## src/sv/ptt_pkg.sv

```systemverilog
// Shared codes, widths and types of the periodic task timer table.
package ptt_pkg;

    localparam int ACTION_W    = 3;
    localparam int STATUS_W    = 2;
    localparam int SLOT_W      = 4;
    localparam int DATA_W      = 16;
    localparam int TIME_W      = 32;
    localparam int MAX_RESULTS = 16;
    localparam int CNT_W       = $clog2(MAX_RESULTS + 1);

    localparam logic [ACTION_W-1:0] ACT_TICK     = 3'd0;
    localparam logic [ACTION_W-1:0] ACT_ADD      = 3'd1;
    localparam logic [ACTION_W-1:0] ACT_REMOVE   = 3'd2;
    localparam logic [ACTION_W-1:0] ACT_RUN      = 3'd3;
    localparam logic [ACTION_W-1:0] ACT_SET_TIME = 3'd4;

    localparam logic [STATUS_W-1:0] ST_OK       = 2'd0;
    localparam logic [STATUS_W-1:0] ST_IN_USE   = 2'd1;
    localparam logic [STATUS_W-1:0] ST_NOT_USED = 2'd2;

    typedef enum logic [1:0] {
        S_IDLE,
        S_TICK,
        S_RUN,
        S_FLUSH
    } state_t;

endpackage

```

## src/sv/ptt_ram.sv

```systemverilog
// Generic single-write, single-read RAM with registered read data.
module ptt_ram #(
    parameter int WIDTH = 16,
    parameter int DEPTH = 16
) (
    input  logic                     clk,
    input  logic                     we,
    input  logic [$clog2(DEPTH)-1:0] waddr,
    input  logic [WIDTH-1:0]         wdata,
    input  logic [$clog2(DEPTH)-1:0] raddr,
    output logic [WIDTH-1:0]         rdata
);

    logic [WIDTH-1:0] mem [DEPTH];

    always_ff @(posedge clk)
    begin
        if (we)
        begin
            mem[waddr] <= wdata;
        end
        rdata <= mem[raddr];
    end

endmodule

```

## src/sv/periodic_task_timer_table_top.sv

```systemverilog
// Periodic task timer table: top level with scan sequencer and slot memories.
//
//  channel   signals                                          handshake
//  -------   ----------------------------------------------   -------------------------------
//  command   action slot initial_delay period task_tag         taken when start && !busy
//            new_time
//  result    status fired_valid fired_slot fired_tag           one-cycle pulse per result, result_valid
//            time_now last
//
//  Add, remove, set time and unused actions answer in the cycle after acceptance;
//  busy stays low, so a new item may follow in the very next cycle.
//  A tick sweeps the countdown memory once and answers once the last slot is
//  processed. A run pass sweeps the reload/tag memory and may stop early at
//  the result limit; dispatch results stream out while the sweep goes on. The
//  single read port of each memory reads one slot a cycle during a sweep.
//  Reset (rst_n low, asynchronous) frees every slot and clears the time count.
//  The receiver cannot stall; each result is shown for exactly one cycle.
module periodic_task_timer_table_top #(
    parameter int SLOTS = 16
) (
    input  logic                           clk,
    input  logic                           rst_n,
    input  logic                           start,
    output logic                           busy,
    input  logic [ptt_pkg::ACTION_W-1:0]   action,
    input  logic [ptt_pkg::SLOT_W-1:0]     slot,
    input  logic [ptt_pkg::DATA_W-1:0]     initial_delay,
    input  logic [ptt_pkg::DATA_W-1:0]     period,
    input  logic [ptt_pkg::DATA_W-1:0]     task_tag,
    input  logic [ptt_pkg::TIME_W-1:0]     new_time,
    output logic                           result_valid,
    output logic [ptt_pkg::STATUS_W-1:0]   status,
    output logic                           fired_valid,
    output logic [ptt_pkg::SLOT_W-1:0]     fired_slot,
    output logic [ptt_pkg::DATA_W-1:0]     fired_tag,
    output logic [ptt_pkg::TIME_W-1:0]     time_now,
    output logic                           last
);

    import ptt_pkg::*;

    localparam int IW = $clog2(SLOTS);
    localparam int SW = (IW > SLOT_W) ? IW : SLOT_W;
    localparam logic [IW-1:0] LAST_IDX = IW'(SLOTS - 1);

    // FSM and sweep control
    state_t            state_reg, state_next;
    logic [IW-1:0]     scan_reg, scan_next;
    logic              scan_done_reg, scan_done_next;
    logic              rd_vld_reg;
    logic [IW-1:0]     rd_idx_reg;
    logic              rd_end_reg;

    // Per-slot flags in flip-flops; the wide per-slot fields live in memory
    logic [SLOTS-1:0]  active_reg, active_next;
    logic [SLOTS-1:0]  pending_reg, pending_next;
    logic [TIME_W-1:0] time_reg, time_next;

    // Dispatch count and the one-deep hold stage that lets us flag the last result
    logic [CNT_W-1:0]  cnt_reg, cnt_next;
    logic              hold_vld_reg, hold_vld_next;
    logic [SLOT_W-1:0] hold_slot_reg, hold_slot_next;
    logic [DATA_W-1:0] hold_tag_reg, hold_tag_next;

    // Result register
    logic                res_vld_reg, res_vld_next;
    logic [STATUS_W-1:0] status_reg, status_next;
    logic                fv_reg, fv_next;
    logic [SLOT_W-1:0]   fslot_reg, fslot_next;
    logic [DATA_W-1:0]   ftag_reg, ftag_next;
    logic                last_reg, last_next;

    // Memory ports
    logic                  cd_we;
    logic [IW-1:0]         cd_waddr;
    logic [DATA_W-1:0]     cd_wdata;
    logic [DATA_W-1:0]     cd_rdata;
    logic                  rt_we;
    logic [2*DATA_W-1:0]   rt_rdata;

    // Datapath helpers
    logic              accept;
    logic              issue;
    logic [SW-1:0]     slot_ext;
    logic [IW-1:0]     slot_idx;
    logic              slot_in_range;
    logic [SW-1:0]     rd_idx_ext;
    logic [SLOT_W-1:0] rd_slot4;
    logic [DATA_W-1:0] rl_data;
    logic [DATA_W-1:0] tg_data;
    logic              tick_proc;
    logic              run_proc;
    logic              tick_dec;
    logic              run_hit;
    logic              cnt_full;

    assign accept        = start && !busy;
    assign busy          = (state_reg != S_IDLE);
    assign issue         = ((state_reg == S_TICK) || (state_reg == S_RUN)) && !scan_done_reg;
    assign slot_ext      = SW'(slot);
    assign slot_idx      = slot_ext[IW-1:0];
    assign slot_in_range = (32'(slot) < 32'(SLOTS));
    assign rd_idx_ext    = SW'(rd_idx_reg);
    assign rd_slot4      = rd_idx_ext[SLOT_W-1:0];
    assign rl_data       = rt_rdata[2*DATA_W-1:DATA_W];
    assign tg_data       = rt_rdata[DATA_W-1:0];

    assign tick_proc = (state_reg == S_TICK) && rd_vld_reg;
    assign run_proc  = (state_reg == S_RUN) && rd_vld_reg;
    assign tick_dec  = tick_proc && active_reg[rd_idx_reg] && (cd_rdata != '0);
    assign run_hit   = run_proc && active_reg[rd_idx_reg] && pending_reg[rd_idx_reg];
    assign cnt_full  = run_hit && (cnt_reg == CNT_W'(MAX_RESULTS - 1));

    // Countdown per slot
    ptt_ram #(
        .WIDTH (DATA_W),
        .DEPTH (SLOTS)
    ) u_cd_ram (
        .clk   (clk),
        .we    (cd_we),
        .waddr (cd_waddr),
        .wdata (cd_wdata),
        .raddr (scan_reg),
        .rdata (cd_rdata)
    );

    // Reload period and tag per slot, written only by add
    ptt_ram #(
        .WIDTH (2 * DATA_W),
        .DEPTH (SLOTS)
    ) u_rt_ram (
        .clk   (clk),
        .we    (rt_we),
        .waddr (slot_idx),
        .wdata ({period, task_tag}),
        .raddr (scan_reg),
        .rdata (rt_rdata)
    );

    // Next state
    always_comb
    begin
        state_next = state_reg;
        case (state_reg)
            S_IDLE:
            begin
                if (accept)
                begin
                    if (action == ACT_TICK)
                    begin
                        state_next = S_TICK;
                    end
                    else if (action == ACT_RUN)
                    begin
                        state_next = S_RUN;
                    end
                end
            end
            S_TICK:
            begin
                if (tick_proc && rd_end_reg)
                begin
                    state_next = S_IDLE;
                end
            end
            S_RUN:
            begin
                if (run_proc && (rd_end_reg || cnt_full))
                begin
                    state_next = S_FLUSH;
                end
            end
            S_FLUSH:
            begin
                state_next = S_IDLE;
            end
            default:
            begin
                state_next = S_IDLE;
            end
        endcase
    end

    // Datapath and outputs
    always_comb
    begin
        scan_next      = issue ? scan_reg + 1'b1 : scan_reg;
        scan_done_next = scan_done_reg || (issue && (scan_reg == LAST_IDX));
        active_next    = active_reg;
        pending_next   = pending_reg;
        time_next      = time_reg;
        cnt_next       = cnt_reg;
        hold_vld_next  = hold_vld_reg;
        hold_slot_next = hold_slot_reg;
        hold_tag_next  = hold_tag_reg;
        res_vld_next   = 1'b0;
        status_next    = ST_OK;
        fv_next        = 1'b0;
        fslot_next     = '0;
        ftag_next      = '0;
        last_next      = 1'b1;
        cd_we          = 1'b0;
        cd_waddr       = rd_idx_reg;
        cd_wdata       = cd_rdata - 1'b1;
        rt_we          = 1'b0;

        case (state_reg)
            S_IDLE:
            begin
                if (accept)
                begin
                    scan_next      = '0;
                    scan_done_next = 1'b0;
                    cnt_next       = '0;
                    hold_vld_next  = 1'b0;
                    res_vld_next   = 1'b1;
                    case (action)
                        ACT_TICK:
                        begin
                            // Result follows the sweep
                            time_next    = time_reg + 1'b1;
                            res_vld_next = 1'b0;
                        end
                        ACT_RUN:
                        begin
                            res_vld_next = 1'b0;
                        end
                        ACT_ADD:
                        begin
                            if (!slot_in_range || active_reg[slot_idx])
                            begin
                                status_next = ST_IN_USE;
                            end
                            else
                            begin
                                active_next[slot_idx]  = 1'b1;
                                pending_next[slot_idx] = 1'b0;
                                cd_we                  = 1'b1;
                                cd_waddr               = slot_idx;
                                cd_wdata               = initial_delay;
                                rt_we                  = 1'b1;
                            end
                        end
                        ACT_REMOVE:
                        begin
                            if (!slot_in_range || !active_reg[slot_idx])
                            begin
                                status_next = ST_NOT_USED;
                            end
                            else
                            begin
                                active_next[slot_idx]  = 1'b0;
                                pending_next[slot_idx] = 1'b0;
                            end
                        end
                        ACT_SET_TIME:
                        begin
                            time_next = new_time;
                        end
                        default:
                        begin
                            // Unused codes change nothing
                        end
                    endcase
                end
            end
            S_TICK:
            begin
                // Decrement the slot read last cycle; mark pending on reaching zero
                if (tick_dec)
                begin
                    cd_we = 1'b1;
                    if (cd_rdata == DATA_W'(1))
                    begin
                        pending_next[rd_idx_reg] = 1'b1;
                    end
                end
                if (tick_proc && rd_end_reg)
                begin
                    res_vld_next = 1'b1;
                end
            end
            S_RUN:
            begin
                if (run_hit)
                begin
                    pending_next[rd_idx_reg] = 1'b0;
                    if (rl_data == '0)
                    begin
                        active_next[rd_idx_reg] = 1'b0;
                    end
                    else
                    begin
                        cd_we    = 1'b1;
                        cd_wdata = rl_data;
                    end
                    cnt_next = cnt_reg + 1'b1;
                    // Release the previous hit now that another one follows
                    if (hold_vld_reg)
                    begin
                        res_vld_next = 1'b1;
                        fv_next      = 1'b1;
                        fslot_next   = hold_slot_reg;
                        ftag_next    = hold_tag_reg;
                        last_next    = 1'b0;
                    end
                    hold_vld_next  = 1'b1;
                    hold_slot_next = rd_slot4;
                    hold_tag_next  = tg_data;
                end
            end
            S_FLUSH:
            begin
                // Emit the held hit as final result, or an empty pass result
                res_vld_next  = 1'b1;
                fv_next       = hold_vld_reg;
                fslot_next    = hold_vld_reg ? hold_slot_reg : '0;
                ftag_next     = hold_vld_reg ? hold_tag_reg : '0;
                hold_vld_next = 1'b0;
            end
            default:
            begin
            end
        endcase
    end

    always_ff @(posedge clk or negedge rst_n)
    begin
        if (!rst_n)
        begin
            state_reg     <= S_IDLE;
            scan_reg      <= '0;
            scan_done_reg <= 1'b1;
            rd_vld_reg    <= 1'b0;
            active_reg    <= '0;
            pending_reg   <= '0;
            time_reg      <= '0;
            cnt_reg       <= '0;
            hold_vld_reg  <= 1'b0;
            res_vld_reg   <= 1'b0;
        end
        else
        begin
            state_reg     <= state_next;
            scan_reg      <= scan_next;
            scan_done_reg <= scan_done_next;
            rd_vld_reg    <= issue;
            active_reg    <= active_next;
            pending_reg   <= pending_next;
            time_reg      <= time_next;
            cnt_reg       <= cnt_next;
            hold_vld_reg  <= hold_vld_next;
            res_vld_reg   <= res_vld_next;
        end
    end

    // Payload registers: no reset
    always_ff @(posedge clk)
    begin
        rd_idx_reg    <= scan_reg;
        rd_end_reg    <= (scan_reg == LAST_IDX);
        hold_slot_reg <= hold_slot_next;
        hold_tag_reg  <= hold_tag_next;
        status_reg    <= status_next;
        fv_reg        <= fv_next;
        fslot_reg     <= fslot_next;
        ftag_reg      <= ftag_next;
        last_reg      <= last_next;
    end

    assign result_valid = res_vld_reg;
    assign status       = status_reg;
    assign fired_valid  = fv_reg;
    assign fired_slot   = fslot_reg;
    assign fired_tag    = ftag_reg;
    assign time_now     = time_reg;
    assign last         = last_reg;

    // A pending mark never outlives its slot
    a_pending_active: assert property (@(posedge clk) disable iff (!rst_n)
        (pending_reg & ~active_reg) == '0)
        else $error("pending mark on a free slot");

    // A run pass never dispatches beyond the result limit
    a_cnt_limit: assert property (@(posedge clk) disable iff (!rst_n)
        cnt_reg <= CNT_W'(MAX_RESULTS))
        else $error("dispatch count beyond limit");

    // A non-dispatch result always closes its item
    a_empty_last: assert property (@(posedge clk) disable iff (!rst_n)
        res_vld_reg && !fv_reg |-> last_reg)
        else $error("non-dispatch result not flagged last");

    // The final result of an item leaves the block ready for the next one
    a_last_idle: assert property (@(posedge clk) disable iff (!rst_n)
        res_vld_reg && last_reg |-> state_reg == S_IDLE)
        else $error("final result while still sweeping");

    // Memory read data only arrives during a sweep
    a_read_in_sweep: assert property (@(posedge clk) disable iff (!rst_n)
        rd_vld_reg |-> state_reg != S_IDLE)
        else $error("memory read outside a sweep");

endmodule
```

## config.mk

```make
export PLATFORM = sky130hd
export DESIGN_NAME = periodic_task_timer_table_top
export DESIGN_NICKNAME = d
export VERILOG_FILES = /design/src/sv/ptt_pkg.sv /design/src/sv/ptt_ram.sv /design/src/sv/periodic_task_timer_table_top.sv
export SDC_FILE = /design/constraint.sdc
export NUM_CORES = 1
export LEC_CHECK = 0
export ABC_AREA = 1
export BUFFER_PORTS_ARGS = -buffer_cell sky130_fd_sc_hd__buf_2
export CELL_PAD_IN_SITES_DETAIL_PLACEMENT = 0
export CELL_PAD_IN_SITES_GLOBAL_PLACEMENT = 1
export CORE_MARGIN = 2
export CORE_UTILIZATION = 53
export DETAILED_ROUTE_END_ITERATION = 10
export PLACE_DENSITY_LB_ADDON = 0.1
export SYNTH_ARGS = -nofsm -noshare
export SYNTH_HDL_FRONTEND = slang
export SYNTH_HIERARCHICAL = 1
export SYNTH_SLANG_ARGS = --single-unit
```

## constraint.sdc

```tcl
create_clock -name clk -period 10.95 [get_ports clk]
set_clock_uncertainty 0.15 [all_clocks]
set_input_delay 3.285 -clock clk [delete_from_list [all_inputs] [get_ports clk]]
set_output_delay 3.285 -clock clk [all_outputs]
set_load 0.05 [all_outputs]
```

# ---- Word level (Yosys, flattened, before mapping)
# Memories as Yosys holds them, arrays and structs flattened. A register that Yosys moved wholly into a read port is not among the register bits.
# Index checks and enable logic that the tools add are counted.
# W data, S select, Z words.
dict set report totals {
  register_bits 128
  mem_bits_rw 768
  in_bits 90
  output_inout_bits 58
  wordCells 177
  n_memories 2
}
# name words word_bits rd rd_ports_with_merged_regs write_ports line
set mem_list {}
lappend mem_list {u_rt_ram.mem 16 32 1 1 1 ptt_ram.sv:14} ;# logic [WIDTH-1:0] mem [DEPTH];
lappend mem_list {u_cd_ram.mem 16 16 1 1 1 ptt_ram.sv:14}
dict set report classes {
  add_sub_neg 4
  magnitude_cmp 4
  eq_ne 21
  muxes 82
  n_bitwise 8
  n_reduce_logical 37
}
# cell n
set op_table {}
lappend op_table {{$mux W16} 18}
lappend op_table {{$pmux W16 S2} 5}
lappend op_table {{$and A16 B16 Y16} 4}
lappend op_table {{$pmux W32 S2} 1}
lappend op_table {{$pmux W16 S3} 1}
lappend op_table {{$mux W4} 9}
lappend op_table {{$add A32 B1 Y32 const B} 1}
lappend op_table {{$not A16 Y16} 2}
lappend op_table {{$or A16 B16 Y16} 2}
lappend op_table {{$mux W1} 27}
lappend op_table {{$eq A16 B1 Y1 const B} 1}
lappend op_table {{$logic_not A16 Y1} 1}
lappend op_table {{$reduce_bool A16 Y1} 1}
lappend op_table {{$sub A16 B1 Y16 const B} 1}
lappend op_table {{$logic_and A1 B1 Y1} 14}
lappend op_table {{$bmux W1 S4} 3}
lappend op_table {{$mux W2} 6}
lappend op_table {{$lt A4 B5 Y1 const B} 2}
lappend op_table {{$mux W5} 2}
lappend op_table {{$pmux W5 S2} 1}
lappend op_table {{$ne A3 B3 Y1 const B} 3}
lappend op_table {{$reduce_and A3 Y1} 3}
lappend op_table {{$demux W1 S4} 2}
lappend op_table {{$ge A4 B1 Y1 const B} 2}
lappend op_table {{other kinds (29)} 44}

# ---- Longest topological paths before layout
# Gate-level depths: netlist (run 1).
dict set report depth {
  word_depth 10
  mapped_depth 18
  mapped_depth_nobuf 16
}

# ---- Modules after synthesis
# Netlist (run 1), hierarchy kept.
# module instances cells_each area_per_inst_um2 seq_area_each_um2
set by_module_without_submodules {}
lappend by_module_without_submodules {{ptt_ram (u_rt_ram)} 1 2120 22730.6 16015.4}
lappend by_module_without_submodules {{ptt_ram (u_cd_ram)} 1 1074 11380.9 8007.7}
lappend by_module_without_submodules {periodic_task_timer_table_top 1 1251 8306.7 3159.3}

# ---- Worst setup path before layout (run 1)
# OpenSTA, ideal clock, no wires.
dict set report synth_timing {
  path_kind {input port to flip-flop}
  start {input slot[1] (netlist name)}
  end {memory u_rt_ram/mem[12][0] (netlist name) (enable)}
  setup_ns 0.421
  arrival_ns 5.897
  required_ns 10.379
  setup_slack_ns 4.482
  stages 12
  n_path_buf 2
  cell_sequence {buf_2 > inv_1 > nand2_1 > nand2_1 > nand2_1 > nand2_1 > nor2_1 > nand3_1 > inv_1 > buf_2 > nand3_1 > nor2_1}
}
dict set report synth_via {
  elab_chain_cells 8
}
# item line
set synth_lines {}
lappend synth_lines {{from (decl)} periodic_task_timer_table_top.sv:26} ;# input logic [ptt_pkg::SLOT_W-1:0] slot,
lappend synth_lines {{$bmux W1 S4} periodic_task_timer_table_top.sv:230} ;# if (!slot_in_range || active_reg[slot_idx])
lappend synth_lines {{$mux W1 (not written as such)} periodic_task_timer_table_top.sv:230}
lappend synth_lines {{$mux W1} periodic_task_timer_table_top.sv:230}
lappend synth_lines {{$mux W1} periodic_task_timer_table_top.sv:217} ;# case (action)
lappend synth_lines {{$mux W1} periodic_task_timer_table_top.sv:210} ;# if (accept)
lappend synth_lines {{$mux W1} periodic_task_timer_table_top.sv:207} ;# case (state_reg)
lappend synth_lines {{named net rt_we} periodic_task_timer_table_top.sv:78} ;# logic rt_we;
lappend synth_lines {{$mux W1} ptt_ram.sv:18} ;# if (we)
lappend synth_lines {{$mux W1 (not written as such)} ptt_ram.sv:20} ;# mem[waddr] <= wdata;
lappend synth_lines {{to (decl)} ptt_ram.sv:14}
# The timed path passes the listed nets, and every way through them passes these cells. The select of a mux whose other input is x is not followed.

# ---- Worst setup path in the final report (run 1)
dict set report layout_timing {
  start {input slot[0] (netlist name)}
  end {memory u_cd_ram.mem[30][13], in the netlist u_cd_ram/mem[15][13] (enable)}
}
dict set report layout_via {
  word_cells_on_any_way 12
  classes_between {mux (12)}
}
# item line
set layout_lines {}
lappend layout_lines {{$bmux W1 S4} periodic_task_timer_table_top.sv:230}
lappend layout_lines {{$mux W1 (not written as such)} periodic_task_timer_table_top.sv:230}
lappend layout_lines {{$mux W4} periodic_task_timer_table_top.sv:230}
lappend layout_lines {{$mux W4} periodic_task_timer_table_top.sv:217}
lappend layout_lines {{$mux W4} periodic_task_timer_table_top.sv:210}
lappend layout_lines {{$mux W4} periodic_task_timer_table_top.sv:207}
lappend layout_lines {{named net cd_waddr[2]} periodic_task_timer_table_top.sv:75} ;# logic [IW-1:0] cd_waddr;
lappend layout_lines {{to (decl)} ptt_ram.sv:14}
# The timed path passes the listed nets, and every way through them passes these cells. The select of a mux whose other input is x is not followed.

==> results.sh, run 1 <==
export IMPL_drc=0
export IMPL_worstSetupPathType="input port to flip-flop"
export IMPL_cp_arrival_ns=6.89
export IMPL_die_y_um=286.9
export IMPL_numCtsBuffers=97
export IMPL_die_w_um=286.9
export IMPL_drive_above_1_share=0.08886
export IMPL_tritoncts="done"
export IMPL_hold_path_end="hold_tag_reg[14]"
export IMPL_worstMarginPinSlew_ns=1.274
export IMPL_holdBufCountCts=0
export IMPL_start_kind="input port"
export IMPL_setup_tns_ns=0
export IMPL_cts_sinks=944
export IMPL_grt_busiest_layer="met2"
export IMPL_reg2reg_from="state_reg[0]"
export IMPL_use_met3=0.02984
export IMPL_power_per_cell_area_nw_per_um2=251.6
export IMPL_yosys_top_cells_area="edfxtp_1 56%, nand2_1 13%, nand3_1 8.1%"
export IMPL_wl_mm=111.0
export IMPL_total_power_uw=11830
export IMPL_syn2layout_area_growth_pct=10.79
export IMPL_dp_hpwl_mm=65.41
export IMPL_combPwrFrac=0.316
export IMPL_clockPowerShare=0.279
export IMPL_cap_viol_max_count=0
export IMPL_globalRouteOverflowTotal=0
export IMPL_coreArea_um2=79130
export IMPL_hold_depth=0
export IMPL_synth_top_cells_by_count="1426 x nand2_1, 788 x edfxtp_1, 739 x inv_1"
export IMPL_regMostFlops="u_rt_ram/mem"
export IMPL_synth_top_cell_area_share=0.5578
export IMPL_clkSlewWorstSetupHoldPaths_ns=0.06
export IMPL_post_cts_buffers=0
export IMPL_required_ns=11.05
export IMPL_status="finished clean"
export IMPL_cts_resized=0
export IMPL_grt_setup_unrepaired="no"
export IMPL_largest_reg_flops=512
export IMPL_met2_usage=0.4486
export IMPL_antenna_found_initial=17
export IMPL_largestRegisters="u_rt_ram/mem: 512 flops, u_cd_ram/mem: 256 flops"
export IMPL_regArea_um2=27200
export IMPL_synth_area_leader_cell="edfxtp_1"
export IMPL_syn_inst=4445
export IMPL_cts_root_buf="clkbuf_16"
export IMPL_ys_async_sr_fraction=0.08369
export IMPL_synth_seq_cells=944
export IMPL_ys_warn_count=6
export IMPL_hold_violations=0
export IMPL_r2r_end="u_cd_ram/mem[15][13]"
export IMPL_max_slew_margin=0.1486
export IMPL_postSynthAreaPerCell_um2=9.543
export IMPL_r2r_slack_ns=6.15
export IMPL_grt_pass1_wl_mm=168.9
export IMPL_r2r_cells=8
export IMPL_syn_nets=4546
export IMPL_drtPass1Iterations=8
export IMPL_num_vias=29823
export IMPL_multiInputGateArea_um2=11360
export IMPL_period_share=0.6205
export IMPL_synth_flop_cell="edfxtp_1"
export IMPL_ys_seq_area_frac=0.6408
export IMPL_hold_path_class="flip-flop to flip-flop"
export IMPL_io_pins=148
export IMPL_finalCriticalPeriod_ns=6.795
export IMPL_final_nets=4634
export IMPL_setup_viol=0
export IMPL_start_util=0.5361
export IMPL_cp_end_kind="flip-flop"
export IMPL_p_leak_uw=0.02057
export IMPL_power_switching_uw=4508
export IMPL_syn_area_um2=42420
export IMPL_synth_most_common_cell="nand2_1"
export IMPL_initialDrtViolationCount=2490
export IMPL_clk_path_buf_depth=3
export IMPL_wl_per_cell_um=19.57
export IMPL_use_met1=0.3742
export IMPL_rows=103
export IMPL_ant_nets=0
export IMPL_cp_max_fo=21
export IMPL_grt_pass1_vias=28239
export IMPL_intPower_uw=7318
export IMPL_pwr_share_seq=0.406
export IMPL_routed_via_density=5.260
export IMPL_fmax_mhz=147.2
export IMPL_gp_congestion=0.8830
export IMPL_port_buffers=147
export IMPL_grt_max_degree=171
export IMPL_hold_start="u_rt_ram/rdata[14]"
export IMPL_grtUsageTotal=0.2702
export IMPL_swShare=0.3812
export IMPL_synth_edf_count=788
export IMPL_die_area_um2=82310
export IMPL_yosys_cell_types_count=47
export IMPL_cts_max_level=3
export IMPL_ir_drop_mv=0.2509
export IMPL_maxSlewViolCount=0
export IMPL_clkLatencyLatePin_ns=0.67
export IMPL_post_route_util=0.5939
export IMPL_n_fill_cell=6868
==> critical path, cell delays in order <==
cell,delay [ns]
buf_2,0.28
inv_2,0.14
nand2_1,0.08
nand2_1,0.05
nand2_1,0.05
nand2_1,0.05
nand2_1,0.05
nand2_1,0.07
nor2_1,0.25
nand3_1,0.57
o21ai_0,0.64
nand3_1,0.34
nor2_2,1.02
==> layer usage <==
metal  wire length, um  share of wire  up-vias
li1                  -              -    14521
met1             47690           0.43    14151
met2             53660           0.48      947
met3              6319          0.057      196
met4              3240          0.029        8
met5                49        0.00044        -
==> through the flow <==
| stage | setup WS (ns) | instance area [um^2] | std cells | hold WS, ns |
|---|---|---|---|---|
| floorplan | 4.482 | 42420 | 4445 | 0.2355 |
| global placement | 3.687 | 43780 | 5484 | 0.2362 |
| detailed placement | 3.612 | 43780 | 5484 | 0.2397 |
| CTS | 4.278 | 46980 | 5664 | 0.2541 |
| global route | 3.882 | 46990 | 5669 | 0.2600 |
| finish | 4.155 | 47000 | 5670 | 0.2525 |
==> power by group through the flow <==
stage                     clock network, uW  logic (uW)  registers, uW
after CTS                              3350        3740           4800
after detailed placement                  0        3720           4870
after global routing                   3490        4140           4830
after floorplan                           0        2600           4890
after global placement                    0        3690           4870
final                                  3290        3730           4800
==> placed cells by master, fill, tap and decap left out, types with 9 or more instances in the layout <==
master     synthesis  final
edfxtp_1         788    788
buf_4             28     44
nor3_1            21     21
nand2_1         1426   1426
or2_2             10     10
nand3_1          686    686
nor2_2             3     21
a21oi_1           22     22
buf_2             74    146
dfxtp_1           77     77
o31ai_1           14     14
nor2_1           163    129
clkbuf_16          0    100
clkinv_2           0     18
xor2_1            15     15
ha_1              11     11
nand4_1           26     26
o21ai_0           70     70
dfrtp_1           78     74
o22ai_1            9      9
inv_2              9      9
inv_1            739    737
clkbuf_1          47     24
nor2_4             2     18
o211ai_1          17     17
clkinv_1           1     11
==> area by class of cell <==
cell class | count | share of cell area
Timing Repair Buffer | 191 | 0.02300
Antenna cell | 6 | 0.0003195
Clock inverter | 49 | 0.01097
Inverter | 750 | 0.06017
Tap cell | 1050 | 0.02796
Sequential cell | 944 | 0.5787
Clock buffer | 131 | 0.05722
Multi-Input combinational cell | 2549 | 0.2416
==> cell families after synthesis <==
logic type	share of synthesized area
AO/OA/AOI/OAI	0.02159
flip-flops	0.6408
buffers and inverters	0.09536
adder cells (fa/ha/maj)	0.003245
XOR/XNOR	0.004543
AND/OR/NAND/NOR	0.2344
==> how the worst max path moves through the flow <==
| stage | start | slack [ns] | to | cells past startpoint |
|---|---|---|---|---|
| after CTS | slot[0] | 4.28 | u_cd_ram/mem[15][13] | 13 |
| final | slot[0] | 4.16 | u_cd_ram/mem[15][13] | 13 |
| after global routing | slot[0] | 3.88 | u_cd_ram/mem[15][13] | 13 |
| after floorplan | slot[1] | 4.48 | u_rt_ram/mem[12][0] | 12 |
| after global placement | slot[0] | 3.69 | u_cd_ram/mem[15][10] | 13 |
| after detailed placement | slot[0] | 3.61 | u_cd_ram/mem[15][10] | 13 |
Power figures use the tool's default switching activity.
==> run 2, diff against run 1 <==
CORE_UTILIZATION = 49   (was 53)
clock period = 6.9 ns   (was 10.95 ns; I/O delays follow)
==> results.sh, run 2 (synthesis results as in run 1) <==
export IMPL_status="finished clean"
export IMPL_post_cts_buffers=0
export IMPL_grtUsageTotal=0.2563
export IMPL_io_pins=148
export IMPL_dp_hpwl_mm=70.70
export IMPL_reg2reg_from="state_reg[0]"
export IMPL_start_kind="input port"
export IMPL_cts_sinks=944
export IMPL_drc=0
export IMPL_hold_violations=0
export IMPL_die_area_um2=88940
export IMPL_cp_max_fo=21
export IMPL_finalCriticalPeriod_ns=4.956
export IMPL_grt_pass1_vias=27642
export IMPL_antenna_found_initial=10
export IMPL_drtPass1Iterations=5
export IMPL_cts_resized=0
export IMPL_port_buffers=147
export IMPL_cts_root_buf="clkbuf_16"
export IMPL_ir_drop_mv=0.3774
export IMPL_initialDrtViolationCount=2604
export IMPL_wl_mm=114.2
export IMPL_final_cell_mix="1426 x nand2_1, 788 x edfxtp_1, 737 x inv_1"
export IMPL_numCtsBuffers=99
export IMPL_num_vias=29546
export IMPL_globalRouteOverflowTotal=0
export IMPL_hold_path_end="hold_tag_reg[5]"
export IMPL_power_per_cell_area_nw_per_um2=399.7
export IMPL_coreArea_um2=85410
export IMPL_grt_setup_unrepaired="no"
export IMPL_cp_arrival_ns=5.17
export IMPL_fmax_mhz=201.8
export IMPL_syn2layout_area_growth_pct=11.42
export IMPL_cts_max_level=3
export IMPL_clkLatencyLatePin_ns=0.67
export IMPL_ant_nets=0
export IMPL_final_common_cell="nand2_1"
export IMPL_r2r_end="u_cd_ram/mem[9][10]"
export IMPL_hold_depth=0
export IMPL_r2r_cells=10
export IMPL_setup_tns_ns=0
export IMPL_regMostFlops="u_rt_ram/mem"
export IMPL_hold_start="u_rt_ram/rdata[5]"
export IMPL_dpl_worst_slack_ns=1.272
export IMPL_die_w_um=298.2
export IMPL_max_slew_margin=0.2733
export IMPL_maxSlewViolCount=0
export IMPL_worstSetupPathType="input port to flip-flop"
export IMPL_crit_start="slot[0]"
export IMPL_p_leak_uw=0.02068
export IMPL_routed_via_density=5.112
export IMPL_period_share=0.7182
export IMPL_largest_reg_flops=512
export IMPL_rows=107
export IMPL_cap_viol_max_count=0
export IMPL_setup_viol=0
export IMPL_largestRegisters="u_rt_ram/mem: 512 flops, u_cd_ram/mem: 256 flops"
export IMPL_hold_path_class="flip-flop to flip-flop"
export IMPL_wl_per_cell_um=19.77
export IMPL_final_nets=4657
export IMPL_r2r_slack_ns=2.67
export IMPL_tritoncts="done"
export IMPL_grt_max_degree=194
export IMPL_required_ns=7.11
export IMPL_cp_end_kind="flip-flop"
export IMPL_die_y_um=298.2
export IMPL_holdBufCountCts=0
export IMPL_gp_congestion=0.9039
export IMPL_final_setup_worst_slack_ns=1.944
export IMPL_clkSlewWorstSetupHoldPaths_ns=0.06
export IMPL_worstMarginPinSlew_ns=1.089
export IMPL_post_route_util=0.5534
export IMPL_drive_above_1_share=0.09128
export IMPL_grt_pass1_wl_mm=173.3
export IMPL_start_util=0.4966
export IMPL_clk_path_buf_depth=3
[run 2: how the worst max path moves through the flow]
stage                                     end  cells past startpoint  slack [ns]
after global placement     u_cd_ram/mem[9][9]                     15        1.31
after CTS                 u_cd_ram/mem[9][14]                     15        1.99
after detailed placement  u_cd_ram/mem[13][5]                     15        1.27
after floorplan           u_rt_ram/mem[12][0]                     12        1.65
final                     u_cd_ram/mem[9][10]                     15        1.94
after global routing       u_cd_ram/mem[2][4]                     16        1.70
[run 2: metrics by stage]
step / cell area [um^2] / power, uW / cells / hold WS (ns)
floorplan: 42420 / 11890 / 4445 / 0.2355
detailed placement: 44100 / 13810 / 5599 / 0.2387
global route: 47260 / 19920 / 5780 / 0.2579
finish: 47260 / 18890 / 5780 / 0.2533
global placement: 44100 / 13810 / 5599 / 0.2359
CTS: 47260 / 19020 / 5778 / 0.2528
[run 2: final cells by class]
cell class                      count  area, um^2
Multi-Input combinational cell   2549       11360
Clock inverter                     57       511.7
Antenna cell                        2       5.005
Clock buffer                      122        2646
Timing Repair Buffer              212        1289
Sequential cell                   944       27200
Fill cell                        7738       38150
Tap cell                         1144        1431
Inverter                          750        2828
[run 2: report_power, final]
part	leakage [uW]	switching, uW	internal (uW)
Sequential	0.00875	435	7100
Combinational	0.0104	4630	1510
Clock	0.00154	2190	3010
Total	0.0207	7260	11600
[run 2: worst max-delay path, stage by stage]
cell and delay, ns:
buf_2 0.27, inv_2 0.14, nand2_1 0.08, nand2_1 0.05, nand2_1 0.06, nand2_1 0.06
nand2_1 0.05, nand2_1 0.06, nor2_1 0.25, nand3_1 0.12, buf_4 0.22, o21ai_0 0.54
nand3b_1 0.37, nor2_2 0.52, buf_4 0.29
[run 2: routing by layer]
layer  vias up  share of wire  global-route usage
li1      14549              -                   -
met1     13935           0.44              0.3653
met2       896           0.47              0.4148
met3       162          0.058             0.03267
met4         4          0.024             0.07107
met5         -        0.00019                   0
